File: src/hw/rtl/assert_macros.svh
// assertion macros used by the fifo page replacement datapath rtl
// no dependencies; included by files that carry concurrent checks
`ifndef ASSERT_MACROS_SVH
`define ASSERT_MACROS_SVH

// property holds whenever the antecedent holds in the same cycle
`define ASSERT_IMPL(lbl, clk, rstn, ante, cons, msg) \
  lbl: assert property (@(posedge clk) disable iff (!rstn) (ante) |-> (cons)) else $error(msg);

// property holds in the cycle after the antecedent
`define ASSERT_NEXT(lbl, clk, rstn, ante, cons, msg) \
  lbl: assert property (@(posedge clk) disable iff (!rstn) (ante) |=> (cons)) else $error(msg);

`endif

File: src/hw/rtl/fpr_pkg.sv
// shared constants and controller/datapath interface types for the page replacement unit
// no dependencies
`timescale 1ns / 1ps

package fpr_pkg;

  // default sizes
  localparam int unsigned VIRTUAL_PAGES_DEF = 32;
  localparam int unsigned MAX_FRAMES_DEF    = 32;
  localparam int unsigned COUNT_WIDTH_DEF   = 16;

  // fixed port field widths
  localparam int unsigned PAGE_FIELD_W  = 5;
  localparam int unsigned FRAME_FIELD_W = 5;
  localparam int unsigned COUNT_FIELD_W = 16;
  localparam int unsigned CFG_W         = 6;
  localparam int unsigned PAGE_SPAN     = 2 ** PAGE_FIELD_W;

  // frame count after reset
  localparam int unsigned FRAME_COUNT_RESET = 4;

  // commands from the controller to the datapath
  typedef struct packed {
    logic restart;     // config write: reload frame count, clear run state
    logic clr_wr;      // clear one page table entry
    logic accept;      // latch page, read page table and victim owner
    logic decide;      // latch hit, frame and eviction choice
    logic invalidate;  // drop the evicted page from the page table
    logic place;       // map the page to its new frame
    logic load;        // update counters, load output register
  } cmd_t;

  // status from the datapath to the controller
  typedef struct packed {
    logic clr_last;    // clearing pass at its final entry
    logic hit;         // page table read shows the page resident
    logic room;        // a never-used frame is still free
    logic out_free;    // output register can take a result
  } status_t;

endpackage

File: src/hw/rtl/fifo_page_replacement_top.sv
// fifo page replacement unit: page table lookup with round robin frame eviction
// usage:
//   input channel carries page_number_i; a transfer happens when in_valid_i is
//   high and in_stall_o is low. output channel carries one result per access
//   (hit, frame, eviction, saturating fault and access totals); a transfer
//   happens when out_valid_o is high and out_stall_i is low.
//   config channel writes frame_count_i when cfg_valid_i and cfg_ready_o are high;
//   it clamps 0 to 1 and large values to MAX_FRAMES and restarts the run.
// sequence: an access is accepted, looked up, then its result registered; a fill
//   miss also maps the page to a free frame, an evicting miss first drops the old
//   page from the table and then maps the page. the next access is taken only
//   after the result is loaded, so accesses do not overlap; the steps follow from
//   the registered page table read and its single write port, which the invalidate and map steps take in turn.
// reset and restart: a clearing pass writes every page table entry, with
//   in_stall_o high; frame count resets to 4.
// stall: a result held by out_stall_i stays stable; the block finishes the
//   current access and waits to load the next result until the register frees.
// depends on fpr_pkg, fpr_ctrl, fpr_datapath and fpr_ram
`timescale 1ns / 1ps

module fifo_page_replacement_top #(
  parameter int unsigned VIRTUAL_PAGES = fpr_pkg::VIRTUAL_PAGES_DEF,
  parameter int unsigned MAX_FRAMES    = fpr_pkg::MAX_FRAMES_DEF,
  parameter int unsigned COUNT_WIDTH   = fpr_pkg::COUNT_WIDTH_DEF
) (
  input  logic                              clk_i,
  input  logic                              rst_ni,
  input  logic                              in_valid_i,
  output logic                              in_stall_o,
  input  logic [fpr_pkg::PAGE_FIELD_W-1:0]  page_number_i,
  output logic                              out_valid_o,
  input  logic                              out_stall_i,
  output logic                              hit_o,
  output logic [fpr_pkg::FRAME_FIELD_W-1:0] frame_number_o,
  output logic                              evicted_valid_o,
  output logic [fpr_pkg::PAGE_FIELD_W-1:0]  evicted_page_o,
  output logic [fpr_pkg::COUNT_FIELD_W-1:0] fault_total_o,
  output logic [fpr_pkg::COUNT_FIELD_W-1:0] access_total_o,
  input  logic                              cfg_valid_i,
  output logic                              cfg_ready_o,
  input  logic [fpr_pkg::CFG_W-1:0]         frame_count_i
);

  fpr_pkg::cmd_t    cmd;
  fpr_pkg::status_t status;

  fpr_ctrl u_ctrl (
    .clk_i       (clk_i),
    .rst_ni      (rst_ni),
    .in_valid_i  (in_valid_i),
    .in_stall_o  (in_stall_o),
    .cfg_valid_i (cfg_valid_i),
    .cfg_ready_o (cfg_ready_o),
    .status_i    (status),
    .cmd_o       (cmd)
  );

  fpr_datapath #(
    .VIRTUAL_PAGES (VIRTUAL_PAGES),
    .MAX_FRAMES    (MAX_FRAMES),
    .COUNT_WIDTH   (COUNT_WIDTH)
  ) u_datapath (
    .clk_i           (clk_i),
    .rst_ni          (rst_ni),
    .cmd_i           (cmd),
    .status_o        (status),
    .page_number_i   (page_number_i),
    .frame_count_i   (frame_count_i),
    .out_stall_i     (out_stall_i),
    .out_valid_o     (out_valid_o),
    .hit_o           (hit_o),
    .frame_number_o  (frame_number_o),
    .evicted_valid_o (evicted_valid_o),
    .evicted_page_o  (evicted_page_o),
    .fault_total_o   (fault_total_o),
    .access_total_o  (access_total_o)
  );

endmodule

File: src/hw/rtl/fpr_ram.sv
// generic single write port ram with one registered read port
// no dependencies
`timescale 1ns / 1ps

module fpr_ram #(
  parameter int unsigned WIDTH = 8,
  parameter int unsigned DEPTH = 32
) (
  input  logic                     clk_i,
  input  logic                     we_i,
  input  logic [$clog2(DEPTH)-1:0] waddr_i,
  input  logic [WIDTH-1:0]         wdata_i,
  input  logic                     re_i,
  input  logic [$clog2(DEPTH)-1:0] raddr_i,
  output logic [WIDTH-1:0]         rdata_o
);

  logic [WIDTH-1:0] mem_q [DEPTH];
  logic [WIDTH-1:0] rdata_q;

  // write port
  always_ff @(posedge clk_i) begin
    if (we_i) begin
      mem_q[waddr_i] <= wdata_i;
    end
  end

  // registered read, holds when not enabled
  always_ff @(posedge clk_i) begin
    if (re_i) begin
      rdata_q <= mem_q[raddr_i];
    end
  end

  assign rdata_o = rdata_q;

endmodule

File: src/hw/rtl/fpr_datapath.sv
// datapath: page table and frame owner memories, fill and victim pointers,
// saturating counters and output register; depends on fpr_pkg and fpr_ram
`timescale 1ns / 1ps
`include "assert_macros.svh"

module fpr_datapath #(
  parameter int unsigned VIRTUAL_PAGES = fpr_pkg::VIRTUAL_PAGES_DEF,
  parameter int unsigned MAX_FRAMES    = fpr_pkg::MAX_FRAMES_DEF,
  parameter int unsigned COUNT_WIDTH   = fpr_pkg::COUNT_WIDTH_DEF
) (
  input  logic                                 clk_i,
  input  logic                                 rst_ni,
  input  fpr_pkg::cmd_t                        cmd_i,
  output fpr_pkg::status_t                     status_o,
  input  logic [fpr_pkg::PAGE_FIELD_W-1:0]     page_number_i,
  input  logic [fpr_pkg::CFG_W-1:0]            frame_count_i,
  input  logic                                 out_stall_i,
  output logic                                 out_valid_o,
  output logic                                 hit_o,
  output logic [fpr_pkg::FRAME_FIELD_W-1:0]    frame_number_o,
  output logic                                 evicted_valid_o,
  output logic [fpr_pkg::PAGE_FIELD_W-1:0]     evicted_page_o,
  output logic [fpr_pkg::COUNT_FIELD_W-1:0]    fault_total_o,
  output logic [fpr_pkg::COUNT_FIELD_W-1:0]    access_total_o
);

  localparam int unsigned PW    = $clog2(VIRTUAL_PAGES);
  localparam int unsigned FW    = $clog2(MAX_FRAMES);
  localparam int unsigned NW    = $clog2(MAX_FRAMES + 1);
  localparam int unsigned TW    = FW + 1;
  localparam int unsigned CMPW  = (NW > fpr_pkg::CFG_W) ? NW : fpr_pkg::CFG_W;
  localparam int unsigned FXW   = (FW > fpr_pkg::FRAME_FIELD_W) ? FW : fpr_pkg::FRAME_FIELD_W;
  localparam int unsigned PXW   = (PW > fpr_pkg::PAGE_FIELD_W) ? PW : fpr_pkg::PAGE_FIELD_W;
  localparam int unsigned CXW   = (COUNT_WIDTH > fpr_pkg::COUNT_FIELD_W) ?
                                  COUNT_WIDTH : fpr_pkg::COUNT_FIELD_W;
  localparam int unsigned RST_N = (fpr_pkg::FRAME_COUNT_RESET > MAX_FRAMES) ?
                                  MAX_FRAMES : fpr_pkg::FRAME_COUNT_RESET;

  // page number folded into the table range, one constant per input code
  logic [PW-1:0] page_mod [fpr_pkg::PAGE_SPAN];

  for (genvar i = 0; i < fpr_pkg::PAGE_SPAN; i++) begin : g_page_mod
    localparam int unsigned PM = i % VIRTUAL_PAGES;
    assign page_mod[i] = PW'(PM);
  end

  // run state
  logic [NW-1:0]          n_q, n_d;
  logic [NW-1:0]          filled_q, filled_d;
  logic [FW-1:0]          vp_q, vp_d;
  logic [PW-1:0]          clr_addr_q, clr_addr_d;
  logic [COUNT_WIDTH-1:0] fault_q, fault_d;
  logic [COUNT_WIDTH-1:0] acc_q, acc_d;
  logic                   out_valid_q, out_valid_d;

  // per access payload
  logic [PW-1:0] page_q;
  logic          hit_q;
  logic          evict_q;
  logic [FW-1:0] frame_q;
  logic [PW-1:0] old_q;

  // output register
  logic                                 hit_out_q;
  logic [fpr_pkg::FRAME_FIELD_W-1:0]    frame_out_q;
  logic                                 ev_valid_out_q;
  logic [fpr_pkg::PAGE_FIELD_W-1:0]     ev_page_out_q;
  logic [fpr_pkg::COUNT_FIELD_W-1:0]    fault_out_q;
  logic [fpr_pkg::COUNT_FIELD_W-1:0]    acc_out_q;

  // memory ports
  logic          pt_we;
  logic [PW-1:0] pt_waddr;
  logic [TW-1:0] pt_wdata;
  logic [TW-1:0] pt_rdata;
  logic [PW-1:0] own_rdata;

  // clamped frame count from a config write
  logic [CMPW-1:0] fc_ext;
  logic [NW-1:0]   n_cfg;

  assign fc_ext = CMPW'(frame_count_i);

  always_comb begin
    if (fc_ext == '0) begin
      n_cfg = NW'(1);
    end else if (fc_ext > CMPW'(MAX_FRAMES)) begin
      n_cfg = NW'(MAX_FRAMES);
    end else begin
      n_cfg = NW'(fc_ext);
    end
  end

  // status to the controller
  assign status_o.clr_last = (clr_addr_q == PW'(VIRTUAL_PAGES - 1));
  assign status_o.hit      = pt_rdata[FW];
  assign status_o.room     = (filled_q < n_q);
  assign status_o.out_free = !out_valid_q || !out_stall_i;

  // page table write selection
  always_comb begin
    pt_we    = cmd_i.clr_wr || cmd_i.invalidate || cmd_i.place;
    pt_waddr = clr_addr_q;
    pt_wdata = '0;
    priority if (cmd_i.place) begin
      pt_waddr = page_q;
      pt_wdata = {1'b1, frame_q};
    end else if (cmd_i.invalidate) begin
      pt_waddr = old_q;
    end else begin
      pt_waddr = clr_addr_q;
    end
  end

  fpr_ram #(
    .WIDTH (TW),
    .DEPTH (VIRTUAL_PAGES)
  ) u_page_table (
    .clk_i   (clk_i),
    .we_i    (pt_we),
    .waddr_i (pt_waddr),
    .wdata_i (pt_wdata),
    .re_i    (cmd_i.accept),
    .raddr_i (page_mod[page_number_i]),
    .rdata_o (pt_rdata)
  );

  fpr_ram #(
    .WIDTH (PW),
    .DEPTH (MAX_FRAMES)
  ) u_frame_owner (
    .clk_i   (clk_i),
    .we_i    (cmd_i.place),
    .waddr_i (frame_q),
    .wdata_i (page_q),
    .re_i    (cmd_i.accept),
    .raddr_i (vp_q),
    .rdata_o (own_rdata)
  );

  // next state of pointers, counters and clear address
  always_comb begin
    n_d         = n_q;
    filled_d    = filled_q;
    vp_d        = vp_q;
    clr_addr_d  = clr_addr_q;
    fault_d     = fault_q;
    acc_d       = acc_q;
    out_valid_d = out_valid_q;

    if (!out_stall_i) begin
      out_valid_d = 1'b0;
    end

    if (cmd_i.clr_wr) begin
      clr_addr_d = clr_addr_q + PW'(1);
    end

    if (cmd_i.place) begin
      if (evict_q) begin
        vp_d = ((NW'(vp_q) + NW'(1)) == n_q) ? '0 : vp_q + FW'(1);
      end else begin
        filled_d = filled_q + NW'(1);
      end
    end

    if (cmd_i.load) begin
      acc_d       = (acc_q == '1) ? acc_q : acc_q + COUNT_WIDTH'(1);
      fault_d     = (hit_q || fault_q == '1) ? fault_q : fault_q + COUNT_WIDTH'(1);
      out_valid_d = 1'b1;
    end

    if (cmd_i.restart) begin
      n_d        = n_cfg;
      filled_d   = '0;
      vp_d       = '0;
      clr_addr_d = '0;
      fault_d    = '0;
      acc_d      = '0;
    end
  end

  always_ff @(posedge clk_i or negedge rst_ni) begin
    if (!rst_ni) begin
      n_q         <= NW'(RST_N);
      filled_q    <= '0;
      vp_q        <= '0;
      clr_addr_q  <= '0;
      fault_q     <= '0;
      acc_q       <= '0;
      out_valid_q <= 1'b0;
    end else begin
      n_q         <= n_d;
      filled_q    <= filled_d;
      vp_q        <= vp_d;
      clr_addr_q  <= clr_addr_d;
      fault_q     <= fault_d;
      acc_q       <= acc_d;
      out_valid_q <= out_valid_d;
    end
  end

  // access payload: page at accept, lookup outcome at decide
  always_ff @(posedge clk_i) begin
    if (cmd_i.accept) begin
      page_q <= page_mod[page_number_i];
    end
    if (cmd_i.decide) begin
      hit_q   <= pt_rdata[FW];
      evict_q <= !pt_rdata[FW] && !(filled_q < n_q);
      old_q   <= own_rdata;
      if (pt_rdata[FW]) begin
        frame_q <= pt_rdata[FW-1:0];
      end else if (filled_q < n_q) begin
        frame_q <= FW'(filled_q);
      end else begin
        frame_q <= vp_q;
      end
    end
  end

  // result fields widened then cut to the port widths
  logic [FXW-1:0] frame_ext;
  logic [PXW-1:0] old_ext;
  logic [CXW-1:0] fault_ext;
  logic [CXW-1:0] acc_ext;

  assign frame_ext = FXW'(frame_q);
  assign old_ext   = PXW'(old_q);
  assign fault_ext = CXW'(fault_d);
  assign acc_ext   = CXW'(acc_d);

  // output register, loaded only when free so a stalled result holds
  always_ff @(posedge clk_i) begin
    if (cmd_i.load) begin
      hit_out_q      <= hit_q;
      frame_out_q    <= frame_ext[fpr_pkg::FRAME_FIELD_W-1:0];
      ev_valid_out_q <= evict_q;
      ev_page_out_q  <= evict_q ? old_ext[fpr_pkg::PAGE_FIELD_W-1:0] : '0;
      fault_out_q    <= fault_ext[fpr_pkg::COUNT_FIELD_W-1:0];
      acc_out_q      <= acc_ext[fpr_pkg::COUNT_FIELD_W-1:0];
    end
  end

  assign out_valid_o     = out_valid_q;
  assign hit_o           = hit_out_q;
  assign frame_number_o  = frame_out_q;
  assign evicted_valid_o = ev_valid_out_q;
  assign evicted_page_o  = ev_page_out_q;
  assign fault_total_o   = fault_out_q;
  assign access_total_o  = acc_out_q;

  // fill count never passes the frame count
  `ASSERT_IMPL(a_fill_bound, clk_i, rst_ni, 1'b1, filled_q <= n_q, "fill count above frame count")
  // victim pointer stays inside the active frames
  `ASSERT_IMPL(a_vp_bound, clk_i, rst_ni, 1'b1, NW'(vp_q) < n_q, "victim pointer out of range")
  // round robin only starts once every frame is in use
  `ASSERT_IMPL(a_vp_after_fill, clk_i, rst_ni, vp_q != '0, filled_q == n_q,
               "victim pointer moved before frames filled")
  // a fresh frame is only handed out while one is free
  `ASSERT_IMPL(a_place_room, clk_i, rst_ni, cmd_i.place && !evict_q, filled_q < n_q,
               "frame placed without room")

endmodule

File: src/hw/rtl/fpr_ctrl.sv
// controller state machine: clearing pass, access sequencing, output handoff
// depends on fpr_pkg for the command and status types
`timescale 1ns / 1ps

module fpr_ctrl (
  input  logic             clk_i,
  input  logic             rst_ni,
  input  logic             in_valid_i,
  output logic             in_stall_o,
  input  logic             cfg_valid_i,
  output logic             cfg_ready_o,
  input  fpr_pkg::status_t status_i,
  output fpr_pkg::cmd_t    cmd_o
);

  localparam logic [2:0] S_CLEAR = 3'd0;
  localparam logic [2:0] S_IDLE  = 3'd1;
  localparam logic [2:0] S_LOOK  = 3'd2;
  localparam logic [2:0] S_EVICT = 3'd3;
  localparam logic [2:0] S_PLACE = 3'd4;
  localparam logic [2:0] S_DONE  = 3'd5;

  logic [2:0] state_q, state_d;

  // config writes are taken in any state
  assign cfg_ready_o = 1'b1;
  assign in_stall_o  = (state_q != S_IDLE);

  // next state and commands
  always_comb begin
    state_d       = state_q;
    cmd_o         = '0;
    cmd_o.restart = cfg_valid_i;

    unique case (state_q)
      S_CLEAR: begin
        cmd_o.clr_wr = 1'b1;
        if (status_i.clr_last) begin
          state_d = S_IDLE;
        end
      end
      S_IDLE: begin
        if (in_valid_i) begin
          cmd_o.accept = 1'b1;
          state_d      = S_LOOK;
        end
      end
      S_LOOK: begin
        cmd_o.decide = 1'b1;
        priority if (status_i.hit) begin
          state_d = S_DONE;
        end else if (status_i.room) begin
          state_d = S_PLACE;
        end else begin
          state_d = S_EVICT;
        end
      end
      S_EVICT: begin
        cmd_o.invalidate = 1'b1;
        state_d          = S_PLACE;
      end
      S_PLACE: begin
        cmd_o.place = 1'b1;
        state_d     = S_DONE;
      end
      S_DONE: begin
        if (status_i.out_free) begin
          cmd_o.load = 1'b1;
          state_d    = S_IDLE;
        end
      end
      default: begin
        state_d = S_CLEAR;
      end
    endcase

    // a config write restarts the run with a fresh clearing pass
    if (cfg_valid_i) begin
      state_d = S_CLEAR;
    end
  end

  always_ff @(posedge clk_i or negedge rst_ni) begin
    if (!rst_ni) begin
      state_q <= S_CLEAR;
    end else begin
      state_q <= state_d;
    end
  end

endmodule

File: config.mk
export PLATFORM = sky130hd
export DESIGN_NAME = fifo_page_replacement_top
export DESIGN_NICKNAME = d
export VERILOG_FILES = /design/src/hw/rtl/fpr_pkg.sv /design/src/hw/rtl/fifo_page_replacement_top.sv /design/src/hw/rtl/fpr_ram.sv /design/src/hw/rtl/fpr_datapath.sv /design/src/hw/rtl/fpr_ctrl.sv
export VERILOG_INCLUDE_DIRS = /design/src /design/src/hw/rtl
export SDC_FILE = /design/constraint.sdc
export NUM_CORES = 1
export LEC_CHECK = 0
export ABC_AREA = 1
export BUFFER_PORTS_ARGS = -buffer_cell sky130_fd_sc_hd__buf_4
export CORE_ASPECT_RATIO = 0.6
export CORE_MARGIN = 2
export CORE_UTILIZATION = 49
export CTS_BUF_LIST = sky130_fd_sc_hd__clkbuf_4
export DETAILED_ROUTE_END_ITERATION = 8
export PLACE_DENSITY = 0.7
export RECOVER_POWER = 100
export SLEW_MARGIN = 25
export SYNTH_ARGS = -nofsm -noshare
export SYNTH_HDL_FRONTEND = slang
export SYNTH_SLANG_ARGS = --single-unit
File: constraint.sdc
create_clock -name clk_i -period 3.79 [get_ports clk_i]
set_clock_uncertainty 0.15 [all_clocks]
set_input_delay 0.379 -clock clk_i [delete_from_list [all_inputs] [get_ports clk_i]]
set_output_delay 0.379 -clock clk_i [all_outputs]
set_load 0.05 [all_outputs]
== Word level (Yosys, flattened, before mapping) ==
Memory sizes are Yosys's and may differ from the RTL's. A register that Yosys moved wholly into a read port is not among the register bits.
Index checks and enable logic that the tools add are counted.

* Register bits: 119
* Output and inout port bits: 47
* Memories: 3
* Logic and storage cells: 109
* RAM bits: 352
* Latch bits: 0
* Input bits: 16
* Memory bits (read-only): 160

{| class="wikitable"
|+ Memory list
! name !! depth !! bits a word !! rd ports !! clocked after Yosys merged registers in !! wr ports !! line !! text
|-
| u_datapath.u_page_table.mem_q || 32 || 6 || 1 || 1 || 1 || fpr_ram.sv:18 || <nowiki>logic [WIDTH-1:0] mem_q [DEPTH];</nowiki>
|-
| (no name shown) || 32 || 5 || 1 || 0 || 0 || fpr_datapath.sv:206 || <nowiki>page_q <= page_mod[page_number_i];</nowiki>
|-
| u_datapath.u_frame_owner.mem_q || 32 || 5 || 1 || 1 || 1 || fpr_ram.sv:18 ||
|}

* $mul: 0
* Equal/unequal tests: 15
* Order comparisons: 3
* Shift operators: 0
* Div/mod/pow operators: 0
* Bitwise operators: 1
* Add/sub/neg operators: 6
* Reduce and logical (&&, ||, !) cells: 17
* Mux-type cells: 45

{| class="wikitable"
|+ Operators by type and width
! kind !! number
|-
| 16-bit 2-to-1 mux || 6
|-
| 5-bit 2-to-1 mux || 12
|-
| 6-bit 2-to-1 mux || 6
|-
| 16-bit by 1-bit adder with 16-bit output (second input constant) || 2
|-
| 16-bit == test (second input constant) || 2
|-
| 3-bit 2-to-1 mux || 6
|-
| 3-bit case mux with 6 select lines || 1
|-
| 1-bit 2-to-1 mux || 14
|-
| 5-bit by 1-bit adder with 5-bit output (second input constant) || 2
|-
| 3-bit != test (second input constant) || 3
|-
| 5-bit by 1-bit adder with 6-bit output (second input constant) || 1
|-
| 6-bit by 1-bit adder with 6-bit output (second input constant) || 1
|-
| 3-bit by 2-bit == test with 1-bit output (second input constant) || 2
|-
| 3-bit == test (second input constant) || 2
|-
| 6-bit == test || 1
|-
| 6-bit greater-or-equal comparator (second input constant) || 1
|-
| 6-bit greater-than comparator (second input constant) || 1
|-
| 6-bit zero test || 1
|-
| 6-bit < comparator || 1
|-
| 5-bit inverter with 6-bit output || 1
|-
| 2-bit nonzero test || 3
|-
| 5-bit == test (second input constant) || 1
|-
| 1-bit zero test || 4
|-
| 1-bit logical OR || 4
|-
| 8 further kinds || 9
|}

== Depth between registers and ports, before layout ==
* Word-level depth: 6
* Gate-level depth with buffers: 11
* Depth with buffers taken out: 11

== Cells and area by module ==
Synthesis repeated with hierarchy kept, for this count alone.

* Cells, all modules: 1947
* Area total of the unflattened synthesis: 20806.2 sq um

{| class="wikitable"
|+ By module, submodules not included
! module !! area an instance (sq um) !! sequential area each (sq um) !! times used !! cells an instance
|-
| fpr_ram at u_datapath.u_page_table || 8137.8 || 5945.7 || 1 || 704
|-
| fpr_ram at u_datapath.u_frame_owner || 6846.6 || 4954.8 || 1 || 595
|-
| fpr_datapath || 5524.0 || 3209.3 || 1 || 600
|-
| fpr_ctrl || 297.8 || 75.1 || 1 || 48
|}

== Least setup slack after synthesis ==
Ideal clock, no wire load.

* Path kind: register -> register
* From: register u_datapath.out_valid_q, in the netlist u_datapath.out_valid_o
* To: register u_datapath.acc_out_q (netlist bit u_datapath.access_total_o[4]), data pin
* Library setup time: 0.271 ns
* Required time: 3.369 ns
* Clock period less this slack: 3.112 ns
* Slack: 0.678 ns
* Buffers on the path: 1
* Arrival: 2.691 ns
* Cell stages (with the launch flop): 8
* Cell sequence: dfrtp_1 -> nand2_1 -> inv_1 -> nor2_4 -> buf_1 -> nand3_1 -> o21ai_0 -> nor2_1

* Word-level cells in the longest chain between the ends: 6

{| class="wikitable"
|+ Ends and longest elaborated chain
! element !! line !! text
|-
| from (decl) || fpr_datapath.sv:54 || <nowiki>logic out_valid_q, out_valid_d;</nowiki>
|-
| from (signal assigned) || fpr_datapath.sv:199 || <nowiki>out_valid_q <= out_valid_d;</nowiki>
|-
| 1-bit zero test || fpr_datapath.sv:98 || <nowiki>assign status_o.out_free = !out_valid_q || !out_stall_i;</nowiki>
|-
| 1-bit logical OR || fpr_datapath.sv:98 ||
|-
| 1-bit 2-to-1 mux || fpr_ctrl.sv:67 || <nowiki>if (status_i.out_free) begin</nowiki>
|-
| 1-bit 2-to-1 mux || fpr_ctrl.sv:35 || <nowiki>unique case (state_q)</nowiki>
|-
| 16-bit 2-to-1 mux || fpr_datapath.sv:167 || <nowiki>if (cmd_i.load) begin</nowiki>
|-
| 16-bit 2-to-1 mux || fpr_datapath.sv:173 || <nowiki>if (cmd_i.restart) begin</nowiki>
|-
| net u_datapath.acc_d[4] || fpr_datapath.sv:53 || <nowiki>logic [COUNT_WIDTH-1:0] acc_q, acc_d;</nowiki>
|-
| to (signal assigned) || fpr_datapath.sv:241 || <nowiki>acc_out_q <= acc_ext[fpr_pkg::COUNT_FIELD_W-1:0];</nowiki>
|-
| to (decl) || fpr_datapath.sv:69 || <nowiki>logic [fpr_pkg::COUNT_FIELD_W-1:0] acc_out_q;</nowiki>
|}

The timed path passes the listed nets, and every way through them passes these cells.
A chain may end at the register's enable or synchronous reset.

== Final worst setup path ==
* From: register u_ctrl.state_q[0]
* To: memory u_datapath.u_page_table.mem_q[2][5] (netlist name) (enable)

* Word-level cells in the longest chain between the ends: 6
* Elaborated cells between the ends (all ways): 12
* Those cells by class: 2 x eq/ne; 7 x mux; 3 x reduce/logical

{| class="wikitable"
|+ Ends and longest elaborated chain
! element !! line !! text
|-
| from (decl) || fpr_ctrl.sv:23 || <nowiki>logic [2:0] state_q, state_d;</nowiki>
|-
| from (signal assigned) || fpr_ctrl.sv:87 || <nowiki>state_q <= state_d;</nowiki>
|-
| 3-bit by 2-bit == test with 1-bit output or 3-bit zero test (tied branches) || fpr_ctrl.sv:35 ||
|-
| 1-bit 2-to-1 mux || fpr_ctrl.sv:35 ||
|-
| 1-bit logical OR (2 in series) || fpr_datapath.sv:102 || <nowiki>pt_we = cmd_i.clr_wr || cmd_i.invalidate || cmd_i.place;</nowiki>
|-
| 1-bit 2-to-1 mux || fpr_ram.sv:23 || <nowiki>if (we_i) begin</nowiki>
|-
| 1-bit 2-to-1 mux (not written as such) || fpr_ram.sv:24 || <nowiki>mem_q[waddr_i] <= wdata_i;</nowiki>
|-
| to (decl) || fpr_ram.sv:18 ||
|}

Parallel ways exist; a longest one is shown, timed or not.

==> flow_summary.json <==
{
  "syn_to_final_growth_pct": 11.9,
  "dp.cells": 2435,
  "grtUsageTotal": 0.238,
  "switchingPower_mw": 2.57,
  "cts-htree-levels": 3,
  "routed_via_density": 5.51,
  "cp_num_buf_inv": 1,
  "rr_startpoint": "u_ctrl.state_q[0]",
  "min_period_over_period": 0.851,
  "internal_power_mw": 8.29,
  "postCtsSetupBuffers": 0,
  "yosysWarningCount": 0,
  "finalSetupViolations": 0,
  "max_stage_delay_ns": 0.68,
  "netlist_area_sq_um": 20400,
  "grt_pass1_wl_mm": 77.9,
  "gp_congestion": 0.884,
  "worstSetupPathType": "reg -> reg",
  "drive_gt1_frac": 0.111,
  "crit_top_cell": "nor2_1",
  "clkPwrFrac": 0.396,
  "path_clk_slew_ns": 0.08,
  "wl_per_cell_um": 19.0,
  "finalNetCount": 2033,
  "power_density_nw_per_um2": 476,
  "cts_sinks": 482,
  "crit_path_end_kind": "register",
  "ys.flop_type": "edfxtp_1",
  "grt_pass1_vias": 13600,
  "status": "complete, but fails checks",
  "worstPathMaxFanout": 19,
  "clk_path_buf_depth": 3,
  "combPwrFrac": 0.059,
  "max_slew_margin": -0.617,
  "die_height_um": 162,
  "cts_root_buf": "clkbuf_4",
  "total_leakage_power_nw": 8.56,
  "cts-buffers-inserted": 107,
  "avgSynthCellArea_sq_um": 10.8,
  "synth-seq-cells": 482,
  "drtIter0Drc": 2131,
  "drc_errors": 0,
  "required_ns": 4.05,
  "pin_count": 63,
  "yosys-top-cells-area": "edfxtp_1 (62%), nand2_1 (10%), dfrtp_1 (7.0%), nand3_1 (6.8%), nor2_1 (3.1%)",
  "rsz0062_at_grt": "false",
  "via_count": 14600,
  "maxCapViolations": 9,
  "path_cells": "nor2_1 > nand2_1 > nor2_1 > a31oi_1 > inv_2 > nand3_1 > nor2_1",
  "overflow": 0,
  "cpMaxStageDelayCell": "nor2_1",
  "synth_edf_count": 424,
  "grt_max_degree": 87,
  "clk_latency_ns": 0.83,
  "coreArea_sq_um": 40700,
  "reg2reg_to": "u_datapath.u_page_table.mem_q[2][5]",
  "ff2ff_path_depth": 7,
  "wirelength_mm": 50.6,
  "cpLargestDelayFamily": "simple AND/OR/NAND/NOR gates",
  "die_area_sq_um": 43300,
  "final_util": 0.560,
  "yosysTopAreaCellShare": 0.624,
  "ant_nets": 0,
  "crit_path_start_kind": "register",
  "max_slew.worst_pin.slew_ns": 2.43,
  "max_freq_mhz": 310,
  "synth_cell_types": 43,
  "ys_seq_area_frac": 0.696,
  "io_buffer_count": 61,
  "synth_nets": 1907,
  "worst-endpoint-arrival_ns": 3.48,
  "synth_top_area_cell": "edfxtp_1",
  "fp.dieW_um": 267,
  "stdcell_count": 2657,
  "ir_drop_mv": 0.176,
  "hold_depth": 4,
  "finalSetupTns_ns": 0,
  "tritoncts": "done",
  "start_util": 0.501,
  "min_period_ns": 3.22,
  "async_flop_share": 0.120,
  "antenna_found_initial": 1,
  "hold_ws_ns": 0.266,
  "pwr-share-seq": 0.546,
  "slew_viol_final": 288,
  "cts-resized-gates": 0,
  "hp-start": "out_stall_i",
  "violations": "max-capacitance violations, max-slew violations",
  "fillers": 3532,
  "synthMostInstantiatedCell": "nand2_1",
  "drt_first_pass_iters": 6,
  "netSwitchingFraction": 0.237,
  "min_to": "u_datapath.out_valid_o",
  "synth_common_cells": "nand2_1 (570), edfxtp_1 (424), nand3_1 (279), nor2_1 (167), inv_1 (87)",
  "hpwlAfterDp_mm": 31.7,
  "finalHoldViolations": 0,
  "syn_inst": 1880,
  "hp-class": "in -> reg",
  "fp-row-count": 57,
  "r2r_slack_ns": 0.57
}
-- flip-flops by register name, summed over array words and instances, names as in the netlist, 6 cells and up --
register                         flops
u_datapath.fault_q                  16
u_datapath.fault_total_o            16
u_datapath.acc_q                    16
u_datapath.u_page_table.rdata_o      6
u_datapath.u_page_table.mem_q      192
u_datapath.n_q                       6
u_datapath.access_total_o           16
u_datapath.filled_q                  6
u_datapath.u_frame_owner.mem_q     160
-- layer usage --
metal / vias up / wire, um / track usage
met4: 0 / 920 / 0.0592
met1: 7006 / 23200 / 0.370
met2: 776 / 20600 / 0.322
met5: - / 0 / 0
li1: 6775 / - / -
met3: 75 / 5920 / 0.0725
-- metrics by stage --
stage | instance area (sq um) | worst slack (ns) | power, mW
CTS | 23100 | 0.878 | 11.0
finish | 22800 | 0.566 | 10.9
detailed placement | 21400 | 0.971 | 6.67
global route | 22800 | 0.411 | 11.3
global placement | 21400 | 1.09 | 6.65
floorplan | 20400 | 0.678 | 6.41
-- worst max-delay path by stage --
stage | from | endpoint | slack [ns] | cells past startpoint
2_1_floorplan | u_datapath.out_valid_o | u_datapath.access_total_o[4] | 0.68 | 7
3_3_place_gp | out_stall_i | u_datapath.access_total_o[15] | 1.09 | 10
3_5_place_dp | u_ctrl.state_q[0] | u_datapath.u_page_table.mem_q[0][3] | 0.97 | 7
4_1_cts | u_ctrl.state_q[0] | u_datapath.u_page_table.mem_q[0][2] | 0.88 | 7
5_1_grt | u_ctrl.state_q[0] | u_datapath.u_page_table.mem_q[2][2] | 0.41 | 7
6_report | u_ctrl.state_q[0] | u_datapath.u_page_table.mem_q[2][5] | 0.57 | 7
-- logic make-up after synthesis --
family                   share of synthesized area
flip-flops                                   0.696
adder cells (fa/ha/maj)                    0.00675
AND/OR/NAND/NOR                              0.216
other                                     0.000184
XOR/XNOR                                   0.00730
AO/OA/AOI/OAI                               0.0388
buffers and inverters                       0.0350
-- cell type report --
| cell class | instances | area [sq um] | share of cell area |
|---|---|---|---|
| Multi-Input combinational cell | 1219 | 5460 | 0.239 |
| Clock inverter | 27 | 201 | 0.00883 |
| Clock buffer | 172 | 1290 | 0.0566 |
| Sequential cell | 482 | 14200 | 0.622 |
| Tap cell | 560 | 701 | 0.0307 |
| Timing Repair Buffer | 103 | 621 | 0.0272 |
| Antenna cell | 1 | 2.50 | 0.000110 |
| Inverter | 93 | 349 | 0.0153 |
-- power groups by stage --
stage | Sequential (mW) | Clock (mW) | Combinational (mW)
after CTS | 5.93 | 4.38 | 0.644
final | 5.93 | 4.30 | 0.636
after global routing | 5.94 | 4.62 | 0.699
after floorplan | 6.04 | 0 | 0.375
after global placement | 6.04 | 0 | 0.609
after detailed placement | 6.05 | 0 | 0.620
-- cell usage in the layout, fill, tap and decap left out, drive strengths merged, types with 2 or more instances in the layout --
cell	n
dlygate4sd3	21
or2	2
a21oi	82
buf	23
clkbuf	231
ha	11
xnor2	5
bufinv	3
nor3	7
o21ai	33
nand2	572
xor2	12
nor2	171
inv	94
o31ai	11
a31oi	2
dfrtp	57
o22ai	2
clkinvlp	2
nand4	7
nand3	287
o21bai	3
clkinv	21
edfxtp	424
o211ai	5
-- timing repair --
action / 4_1_cts / 5_1_grt
endpoints found under the setup margin: 0 / 0
hold buffers: 22 / 0
hold endpoints to repair: 127 / 0
-- worst min-delay path, cell delays in order --
cell and delay (ns):
dlygate4sd3_1 0.53, buf_4 0.10, nand2_1 0.10, nand2_1 0.10
No activity file was read; power rests on OpenSTA's default activity.
